## config.mk

```make
export PLATFORM = sky130hd
export DESIGN_NAME = reliable_datagram_channel_top
export DESIGN_NICKNAME = d
export VERILOG_FILES = /design/src/rdc_pkg.sv /design/src/reliable_datagram_channel_top.sv /design/src/rdc_core.sv
export SDC_FILE = /design/constraint.sdc
export NUM_CORES = 1
export LEC_CHECK = 0
export BUFFER_PORTS_ARGS = -buffer_cell sky130_fd_sc_hd__buf_2
export CORE_MARGIN = 2
export CORE_UTILIZATION = 44
export DETAILED_ROUTE_END_ITERATION = 16
export GPL_TIMING_DRIVEN = 0
export HOLD_SLACK_MARGIN = 0.08
export PLACE_DENSITY = 0.73
export SLEW_MARGIN = 20
export SYNTH_ARGS = -nofsm -noshare
export SYNTH_HDL_FRONTEND = slang
export SYNTH_SLANG_ARGS = --single-unit
```

## constraint.sdc

```tcl
create_clock -name clk_i -period 38.3 [get_ports clk_i]
set_input_delay 3.83 -clock clk_i [delete_from_list [all_inputs] [get_ports clk_i]]
set_output_delay 3.83 -clock clk_i [all_outputs]
set_load 0.005 [all_outputs]
```

## src/rdc_pkg.sv

```systemverilog
`timescale 1ns / 1ps
// ----------------------------------------------------------------------------
// rdc_pkg
// Shared types and constants of the reliable datagram channel header engine.
// ----------------------------------------------------------------------------
package rdc_pkg;

  localparam int unsigned SeqW   = 30;
  localparam int unsigned LenW   = 16;
  localparam int unsigned MplW   = 13;

  // Bytes that the fragment buffers hold.
  localparam logic [LenW:0] FragCap = 17'd16384;

  localparam logic [MplW-1:0] MplReset = 13'd1390;

  localparam int unsigned InDataW  = 120;
  localparam int unsigned OutDataW = 184;

  typedef enum logic {
    OP_RX = 1'b0,
    OP_TX = 1'b1
  } op_e;

  typedef enum logic [2:0] {
    ST_OK           = 3'd0,
    ST_STALE        = 3'd1,
    ST_FRAG_ORDER   = 3'd2,
    ST_FRAG_MISSING = 3'd3,
    ST_OVERSIZE     = 3'd4,
    ST_HELD         = 3'd5,
    ST_FATAL        = 3'd6,
    ST_DUMPED       = 3'd7
  } status_e;

  typedef struct packed {
    op_e              op;
    logic [31:0]      seq_word;
    logic [31:0]      ack_word;
    logic [15:0]      frag_word;
    logic [LenW-1:0]  payload_length;
    logic [LenW-1:0]  pending_message_length;
    logic             message_overflowed;
  } in_item_t;

  typedef struct packed {
    logic             accepted;
    status_e          status;
    logic [SeqW-1:0]  lost_packets;
    logic [LenW-1:0]  assembled_length;
    logic [31:0]      header_word1;
    logic [31:0]      header_word2;
    logic [15:0]      fragment_word;
    logic             has_fragment_word;
    logic [LenW-1:0]  reliable_bytes;
    logic [LenW-1:0]  chunk_offset;
    logic [LenW-1:0]  chunk_length;
    logic             message_taken;
  } result_t;

endpackage

```

## src/reliable_datagram_channel_top.sv

```systemverilog
`timescale 1ns / 1ps
// ----------------------------------------------------------------------------
// reliable_datagram_channel_top
// Header engine of a sequenced datagram channel with a reliable message bit.
// ----------------------------------------------------------------------------
//
//   Channel   Direction  Handshake          Contents
//   s_axis    in         tvalid/tready      one rx header or tx request item
//   m_axis    out        tvalid/tready      one result item per input item
//   cfg       in         cfg_we_i           max_packet_length register write
//
// Each result is offered once its item has passed the input register, where
// the header logic works on it, and has been taken into the result register,
// which waits while a stalled consumer holds the previous result. A new item
// can be accepted every cycle while the consumer does not stall; the throughput
// is set by the single state update per item, which completes in the cycle the
// item leaves the input register. When the result register is held by a stalled
// consumer, one more item can wait in the input register. Reset clears all
// channel state, sets the outgoing sequence to one and max_packet_length to 1390.
//
module reliable_datagram_channel_top (
  input  logic                            clk_i,
  input  logic                            rst_ni,
  // Configuration: max_packet_length.
  input  logic                            cfg_we_i,
  input  logic [rdc_pkg::MplW-1:0]        cfg_wdata_i,
  // Input items.
  input  logic                            s_axis_tvalid_i,
  output logic                            s_axis_tready_o,
  // From bit 0: seq_word, ack_word, frag_word, payload_length,
  // pending_message_length, message_overflowed, zero fill.
  input  logic [rdc_pkg::InDataW-1:0]     s_axis_tdata_i,
  // Bit 0: op.
  input  logic                            s_axis_tuser_i,
  // Result items.
  output logic                            m_axis_tvalid_o,
  input  logic                            m_axis_tready_i,
  // From bit 0: accepted, status, lost_packets, assembled_length,
  // header_word1, header_word2, fragment_word, has_fragment_word,
  // reliable_bytes, chunk_offset, chunk_length, message_taken, zero fill.
  output logic [rdc_pkg::OutDataW-1:0]    m_axis_tdata_o
);
  import rdc_pkg::*;

  logic     s1_valid_q;
  in_item_t s1_item_q;
  in_item_t in_item;
  logic     out_valid_q;
  result_t  out_res_q;
  result_t  res;
  logic     out_free;
  logic     fire;

  // The result register can take a new result when empty or being drained.
  assign out_free        = !out_valid_q || m_axis_tready_i;
  assign fire            = s1_valid_q && out_free;
  assign s_axis_tready_o = !s1_valid_q || out_free;

  assign in_item.op                     = op_e'(s_axis_tuser_i);
  assign in_item.seq_word               = s_axis_tdata_i[31:0];
  assign in_item.ack_word               = s_axis_tdata_i[63:32];
  assign in_item.frag_word              = s_axis_tdata_i[79:64];
  assign in_item.payload_length         = s_axis_tdata_i[95:80];
  assign in_item.pending_message_length = s_axis_tdata_i[111:96];
  assign in_item.message_overflowed     = s_axis_tdata_i[112];

  always_ff @(posedge clk_i or negedge rst_ni) begin
    if (!rst_ni) begin
      s1_valid_q <= 1'b0;
    end else if (s_axis_tready_o) begin
      s1_valid_q <= s_axis_tvalid_i;
    end
  end

  always_ff @(posedge clk_i) begin
    if (s_axis_tready_o && s_axis_tvalid_i) begin
      s1_item_q <= in_item;
    end
  end

  // The header logic and channel state; state advances only on fire.
  rdc_core u_core (
    .clk_i       (clk_i),
    .rst_ni      (rst_ni),
    .cfg_we_i    (cfg_we_i),
    .cfg_wdata_i (cfg_wdata_i),
    .fire_i      (fire),
    .item_i      (s1_item_q),
    .res_o       (res)
  );

  always_ff @(posedge clk_i or negedge rst_ni) begin
    if (!rst_ni) begin
      out_valid_q <= 1'b0;
    end else if (out_free) begin
      out_valid_q <= s1_valid_q;
    end
  end

  always_ff @(posedge clk_i) begin
    if (fire) begin
      out_res_q <= res;
    end
  end

  assign m_axis_tvalid_o = out_valid_q;
  assign m_axis_tdata_o  = {4'b0000,
                            out_res_q.message_taken,
                            out_res_q.chunk_length,
                            out_res_q.chunk_offset,
                            out_res_q.reliable_bytes,
                            out_res_q.has_fragment_word,
                            out_res_q.fragment_word,
                            out_res_q.header_word2,
                            out_res_q.header_word1,
                            out_res_q.assembled_length,
                            out_res_q.lost_packets,
                            out_res_q.status,
                            out_res_q.accepted};

`ifndef NO_ASSERTIONS
  a_fire_fills_output: assert property (@(posedge clk_i) disable iff (!rst_ni)
    fire |=> m_axis_tvalid_o)
    else $error("processed item produced no result");

  a_ready_when_empty: assert property (@(posedge clk_i) disable iff (!rst_ni)
    !s1_valid_q |-> s_axis_tready_o)
    else $error("input not ready while input register is empty");

  a_no_drop: assert property (@(posedge clk_i) disable iff (!rst_ni)
    m_axis_tvalid_o && !m_axis_tready_i |-> !fire)
    else $error("result overwritten while stalled");
`endif

endmodule

```

## src/rdc_core.sv

```systemverilog
`timescale 1ns / 1ps
// ----------------------------------------------------------------------------
// rdc_core
// Channel state and the single-pass receive and transmit header logic.
// ----------------------------------------------------------------------------
module rdc_core (
  input  logic                          clk_i,
  input  logic                          rst_ni,
  input  logic                          cfg_we_i,
  input  logic [rdc_pkg::MplW-1:0]      cfg_wdata_i,
  input  logic                          fire_i,
  input  rdc_pkg::in_item_t             item_i,
  output rdc_pkg::result_t              res_o
);
  import rdc_pkg::*;

  logic [MplW-1:0] mpl_q;
  logic [SeqW-1:0] inc_seq_q, inc_seq_d;
  logic [SeqW-1:0] inc_ack_q, inc_ack_d;
  logic            inc_rel_q, inc_rel_d;
  logic            rem_ack_q, rem_ack_d;
  logic            out_rel_q, out_rel_d;
  logic [LenW-1:0] rel_len_q, rel_len_d;
  logic [SeqW-1:0] last_rel_q, last_rel_d;
  logic [SeqW-1:0] out_seq_q, out_seq_d;
  logic [SeqW-1:0] rasm_seq_q, rasm_seq_d;
  logic [LenW-1:0] rasm_size_q, rasm_size_d;
  logic [LenW-1:0] sf_size_q, sf_size_d;
  logic [LenW-1:0] sf_read_q, sf_read_d;
  logic            frag_pend_q, frag_pend_d;

  always_comb begin
    logic [SeqW-1:0] seq;
    logic [LenW-1:0] len;
    logic [LenW-1:0] rsize_eff;
    logic [LenW:0]   rsum;
    logic [14:0]     off;
    logic [LenW-1:0] rel_eff;
    logic            take;
    logic            send_rel;
    logic            splitting;
    logic [LenW-1:0] fsize0;
    logic [LenW-1:0] fsize1;
    logic            fits;
    logic [LenW-1:0] nf_size;
    logic [LenW-1:0] nf_read;
    logic            nf_rel;
    logic [LenW-1:0] remain;
    logic [LenW-1:0] flen;
    logic [LenW:0]   fsum;
    logic            more;
    logic [LenW-1:0] mpl_ext;

    res_o       = '0;
    inc_seq_d   = inc_seq_q;
    inc_ack_d   = inc_ack_q;
    inc_rel_d   = inc_rel_q;
    rem_ack_d   = rem_ack_q;
    out_rel_d   = out_rel_q;
    rel_len_d   = rel_len_q;
    last_rel_d  = last_rel_q;
    out_seq_d   = out_seq_q;
    rasm_seq_d  = rasm_seq_q;
    rasm_size_d = rasm_size_q;
    sf_size_d   = sf_size_q;
    sf_read_d   = sf_read_q;
    frag_pend_d = frag_pend_q;

    seq     = item_i.seq_word[SeqW-1:0];
    len     = item_i.payload_length;
    off     = item_i.frag_word[14:0];
    mpl_ext = {{(LenW-MplW){1'b0}}, mpl_q};

    // Receive reassembly.
    rsize_eff = (rasm_seq_q != seq) ? '0 : rasm_size_q;
    rsum      = {1'b0, rsize_eff} + {1'b0, len};

    // Transmit: reliable resend or latch of the pending message.
    take     = (rel_len_q == '0) && (item_i.pending_message_length != '0);
    rel_eff  = take ? item_i.pending_message_length : rel_len_q;
    send_rel = take || ((inc_ack_q > last_rel_q) && (rem_ack_q != out_rel_q));
    splitting = (len > mpl_ext) ||
                (send_rel && (({1'b0, rel_eff} + {1'b0, len}) > {1'b0, mpl_ext}));
    if (send_rel) begin
      fsize0 = ({1'b0, rel_eff} > FragCap) ? FragCap[LenW-1:0] : rel_eff;
    end else begin
      fsize0 = sf_size_q;
    end
    fits   = ({1'b0, fsize0} > FragCap) || ((FragCap - {1'b0, fsize0}) >= {1'b0, len});
    fsize1 = fits ? (fsize0 + len) : fsize0;

    // Next fragment, either continuing a split packet or starting one.
    if (frag_pend_q) begin
      nf_size = sf_size_q;
      nf_read = sf_read_q;
      nf_rel  = (rel_len_q != '0);
    end else begin
      nf_size = fsize1;
      nf_read = '0;
      nf_rel  = (rel_eff != '0);
    end
    remain = (nf_size > nf_read) ? (nf_size - nf_read) : '0;
    flen   = (remain > mpl_ext) ? mpl_ext : remain;
    fsum   = {1'b0, nf_read} + {1'b0, flen};
    more   = (fsum != {1'b0, nf_size});

    if (item_i.op == OP_RX) begin
      if (seq <= inc_seq_q) begin
        res_o.status = ST_STALE;
      end else begin
        res_o.lost_packets = seq - inc_seq_q - 1'b1;
        rem_ack_d = item_i.ack_word[31];
        if (item_i.ack_word[31] == out_rel_q) begin
          rel_len_d = '0;
        end
        res_o.assembled_length = len;
        if (item_i.seq_word[30]) begin
          rasm_seq_d  = seq;
          rasm_size_d = rsize_eff;
          res_o.assembled_length = '0;
          priority if ({1'b0, off} < rsize_eff) begin
            res_o.status = ST_FRAG_ORDER;
          end else if ({1'b0, off} > rsize_eff) begin
            res_o.status = ST_FRAG_MISSING;
          end else if (rsum > FragCap) begin
            res_o.status = ST_OVERSIZE;
          end else if (item_i.frag_word[15]) begin
            rasm_size_d  = rsum[LenW-1:0];
            res_o.status = ST_HELD;
          end else begin
            rasm_size_d = '0;
            res_o.assembled_length = rsum[LenW-1:0];
          end
        end
        if (res_o.status == ST_OK) begin
          inc_seq_d      = seq;
          inc_ack_d      = item_i.ack_word[SeqW-1:0];
          inc_rel_d      = inc_rel_q ^ item_i.seq_word[31];
          res_o.accepted = 1'b1;
        end
      end
    end else begin
      if (item_i.message_overflowed) begin
        res_o.status = ST_FATAL;
      end else if (frag_pend_q || splitting) begin
        if (!frag_pend_q) begin
          rel_len_d = rel_eff;
          if (take) begin
            out_rel_d           = ~out_rel_q;
            res_o.message_taken = 1'b1;
          end
          if (send_rel) begin
            last_rel_d = out_seq_q;
          end
          if (!fits) begin
            res_o.status = ST_DUMPED;
          end
        end
        res_o.accepted          = 1'b1;
        res_o.header_word1      = {nf_rel, 1'b1, out_seq_q};
        res_o.header_word2      = {inc_rel_q, 1'b0, inc_seq_q};
        res_o.fragment_word     = {more, nf_read[14:0]};
        res_o.has_fragment_word = 1'b1;
        res_o.chunk_offset      = nf_read;
        res_o.chunk_length      = flen;
        frag_pend_d = more;
        if (more) begin
          sf_size_d = nf_size;
          sf_read_d = fsum[LenW-1:0];
        end else begin
          out_seq_d = out_seq_q + 1'b1;
          sf_size_d = '0;
          sf_read_d = '0;
        end
      end else begin
        rel_len_d = rel_eff;
        if (take) begin
          out_rel_d           = ~out_rel_q;
          res_o.message_taken = 1'b1;
        end
        res_o.accepted     = 1'b1;
        res_o.header_word1 = {send_rel, 1'b0, out_seq_q};
        res_o.header_word2 = {inc_rel_q, 1'b0, inc_seq_q};
        if (send_rel) begin
          last_rel_d           = out_seq_q;
          res_o.reliable_bytes = rel_eff;
        end
        res_o.chunk_length = len;
        out_seq_d = out_seq_q + 1'b1;
      end
    end
  end

  always_ff @(posedge clk_i or negedge rst_ni) begin
    if (!rst_ni) begin
      mpl_q <= MplReset;
    end else if (cfg_we_i) begin
      mpl_q <= cfg_wdata_i;
    end
  end

  always_ff @(posedge clk_i or negedge rst_ni) begin
    if (!rst_ni) begin
      inc_seq_q   <= '0;
      inc_ack_q   <= '0;
      inc_rel_q   <= 1'b0;
      rem_ack_q   <= 1'b0;
      out_rel_q   <= 1'b0;
      rel_len_q   <= '0;
      last_rel_q  <= '0;
      out_seq_q   <= {{(SeqW-1){1'b0}}, 1'b1};
      rasm_seq_q  <= '0;
      rasm_size_q <= '0;
      sf_size_q   <= '0;
      sf_read_q   <= '0;
      frag_pend_q <= 1'b0;
    end else if (fire_i) begin
      inc_seq_q   <= inc_seq_d;
      inc_ack_q   <= inc_ack_d;
      inc_rel_q   <= inc_rel_d;
      rem_ack_q   <= rem_ack_d;
      out_rel_q   <= out_rel_d;
      rel_len_q   <= rel_len_d;
      last_rel_q  <= last_rel_d;
      out_seq_q   <= out_seq_d;
      rasm_seq_q  <= rasm_seq_d;
      rasm_size_q <= rasm_size_d;
      sf_size_q   <= sf_size_d;
      sf_read_q   <= sf_read_d;
      frag_pend_q <= frag_pend_d;
    end
  end

`ifndef NO_ASSERTIONS
  a_read_within_size: assert property (@(posedge clk_i) disable iff (!rst_ni)
    sf_read_q <= sf_size_q)
    else $error("fragment read position beyond fragment size");

  a_idle_split_clear: assert property (@(posedge clk_i) disable iff (!rst_ni)
    !frag_pend_q |-> (sf_size_q == '0) && (sf_read_q == '0))
    else $error("split state left over with no fragment pending");

  a_rasm_bounded: assert property (@(posedge clk_i) disable iff (!rst_ni)
    {1'b0, rasm_size_q} <= FragCap)
    else $error("reassembly size beyond buffer capacity");

  a_rx_accept_seq: assert property (@(posedge clk_i) disable iff (!rst_ni)
    fire_i && (item_i.op == OP_RX) && res_o.accepted
    |=> inc_seq_q == $past(item_i.seq_word[SeqW-1:0]))
    else $error("accepted packet did not advance incoming sequence");
`endif

endmodule
```

==> impl_metrics.yaml <==
global_route:
  grt.overflow.total: 0
  grt_max_degree: 93
  grt_pass1_vias: 22500
  antenna_found_initial: 8
  grt_pass1_wl_um: 132000
  grt.total_usage_pct: 25.1
floorplan:
  initial_utilization_pct: 44.4
  die_h_um: 261
  core_um2: 65700
  dieArea_um2: 68400
  rows: 94
  io_pins: 325
  dieWidth_um: 261
clocking:
  cts_sinks: 509
  ctsHoldBuffers: 0
  cts_resized: 0
  clk_path_buf_depth: 3
  cts.clk_slew.worst_paths_ns: 0.07
  postCtsSetupBuffers: 0
  root_buffer: "clkbuf_16"
  clk_latency_ns: 0.63
  cts_htree_levels: 2
  cts_tree: "done"
  cts_inserted_buffers: 56
layout:
  drive_gt1_share_pct: 18.0
  diodes: 0
  final_cell_mix: "316 x buf_2, 293 x nand2_1, 276 x edfxtp_1"
  final_cells: 4113
  area_delta_synth_final_pct: 16.8
  fillCellCount: 5880
  stdcell_area_um2: 34100
  layout.nets: 3558
  final_common_cell: "buf_2"
place:
  place_congestion: 0.957
  dpl-instance-area_um2: 32100
  hpwlAfterDp_um: 66400
  portBuffers: 310
  dp.cells: 4006
synth:
  synth_compound_area_share_pct: 14.0
  synth_simple_gate_area_share_pct: 14.4
  ys_types: 89
  synthFlopType: "edfxtp_1"
  syn_avg_cell_area_um2: 10.4
  synth_area_um2: 29200
  synth_top_family_by_area: "simple AND/OR/NAND/NOR gates"
  synth-async-reset-ratio_pct: 45.8
  synth_top_area_share_pct: 28.4
  synth_edf_count: 276
  synth_xor_area_share_pct: 4.84
  synthMuxAreaShare_pct: 4.14
  synthAdderAreaFrac_pct: 9.51
  ys_seq_elements: 509
  ys_top_cells_by_area: "edfxtp_1 28%, dfrtp_1 19%, ha_1 9.1%"
  ys_seq_area_share_pct: 48.4
  yosysWarnings: 0
  yosysTopAreaCell: "edfxtp_1"
  syn-instance-count: 2813
sta:
  finalHoldViolations: 0
  period_share_pct: 49.1
  tightest_slew_ns: 1.25
  rsz0062_at_grt: "false"
  relSlewSlack_pct: 16.3
  period_minus_slack_ns: 18.81
  final.setup.tns_ns: 0
  slew_violations: 0
  max_freq_mhz: 53.2
  setup_viol: 0
  finClkSkew_ns: 0.0262
worst_setup_path:
  cp.arrival_ns: 19.14
  worstSetupStartpointType: "flop"
  critPathSlowestCell: "nor4b_4"
  path_max_fanout: 10
  slowest_delay_ns: 0.65
  endpoint_kind: "flop"
  cpMostUsedCell: "o21ai_0"
  critical_path_class: "reg -> reg"
  critPathRequiredTime_ns: 38.62
drt:
  wirelength_um: 86700
  ant_nets: 0
  drt_iter0_drc: 2055
  num_vias: 23200
  drtPass1Iterations: 6
  drc_errors: 0
  via_per_inst: 5.64
  route.detailed.wl_per_inst_um: 21.1
run_status:
  status: "complete, no violations"
min_path:
  hold_class: "reg -> reg"
run:
  maxCapViolations: 0
-- cell type report --
type                            instances  area, µm²  area share (%)
Buffer                                123        562            1.65
Inverter                              210        788            2.31
Multi-Input combinational cell       1981      13700            40.3
Timing Repair Buffer                  320       1760            5.17
Clock buffer                           70       1490            4.39
Tap cell                              864       1080            3.17
Clock inverter                         36        510            1.50
Sequential cell                       509      14100            41.5
-- Yosys cell counts (13+ instances only) --
cell type,instances
nand2_1,293
edfxtp_1,276
dfrtp_1,225
ha_1,212
inv_1,209
nor2_1,194
a21oi_1,130
o21ai_0,114
xnor2_1,99
mux2_2,93
clkbuf_1,87
nor3_1,66
nand3_1,64
xor2_1,62
o31ai_1,56
and2_1,53
nand4_1,43
a21o_1,41
o21a_1,36
nand2b_1,34
o211ai_1,33
and3_1,28
a211oi_1,24
buf_4,24
nor2b_1,21
nor4_1,21
o21bai_1,19
a31oi_1,17
a21boi_0,16
or2_2,16
mux2i_1,15
or3_1,15
a22o_1,14
a221o_1,13
-- worst max-delay path, delay by kind of cell, from the launching register on --
| kind | cells | cell delay, ns |
|---|---|---|
| compound gates | 36 | 8.44 |
| xor+xnor | 2 | 0.55 |
| fa+ha+maj | 8 | 2.31 |
| buf+inv | 12 | 2.91 |
| flops | 1 | 0.36 |
| mux | 1 | 0.47 |
| simple gates | 14 | 3.41 |
-- through the flow --
step,hold slack (ns),worst slack [ns],util [%]
2_1_floorplan,0.439,23.93,-
3_3_place_gp,0.458,19.76,48.4
3_5_place_dp,0.465,19.72,48.8
4_1_cts,0.477,19.65,51.8
5_1_grt,0.489,18.03,51.8
6_report,0.471,19.49,51.8
-- state kept, by name, summed over array words and instances, names as in the netlist, 13 cells and up --
register and count:
m_axis_tdata_o 163, s1_item_q 113, u_core.inc_ack_q 30, u_core.inc_seq_q 30, u_core.last_rel_q 30, u_core.out_seq_q 30
u_core.rasm_seq_q 30, u_core.rasm_size_q 16, u_core.rel_len_q 16, u_core.sf_read_q 16, u_core.sf_size_q 16, u_core.mpl_q 13
-- path summary, 6_finish.rpt --
kind	from	end	slack, ns	cells after the start
max reg2reg	u_core.last_rel_q[13]$_DFFE_PN0P_	m_axis_tdata_o[129]$_SDFFCE_PP0P_	19.49	73
min reg2reg	s1_item_q[70]$_DFFE_PP_	u_core.inc_ack_q[21]$_DFFE_PN0P_	0.47	1
min	s1_item_q[70]$_DFFE_PP_	u_core.inc_ack_q[21]$_DFFE_PN0P_	0.47	1
max	u_core.last_rel_q[13]$_DFFE_PN0P_	m_axis_tdata_o[129]$_SDFFCE_PP0P_	19.49	73
max in group asynchronous	rst_ni	u_core.mpl_q[8]$_DFFE_PN1P_	34.29	2
min in group asynchronous	rst_ni	u_core.inc_ack_q[18]$_DFFE_PN0P_	3.13	1
-- metal layers --
layer	track usage (%)	wire length (µm)	part of all wire (%)
met5	0	92	0.11
met4	7.88	2730	3.1
met1	34.5	37500	43
met2	40.6	40300	46
met3	4.28	6130	7.1
-- cell families after synthesis --
logic type / Yosys count
flops: 509
fa+ha+maj: 218
buf+inv: 333
simple gates: 879
mux: 109
other cells: 1
xor+xnor: 161
compound gates: 603
Power is not shown: default switching activity piles up to over one toggle a cycle in this logic, so the estimate is an artifact.
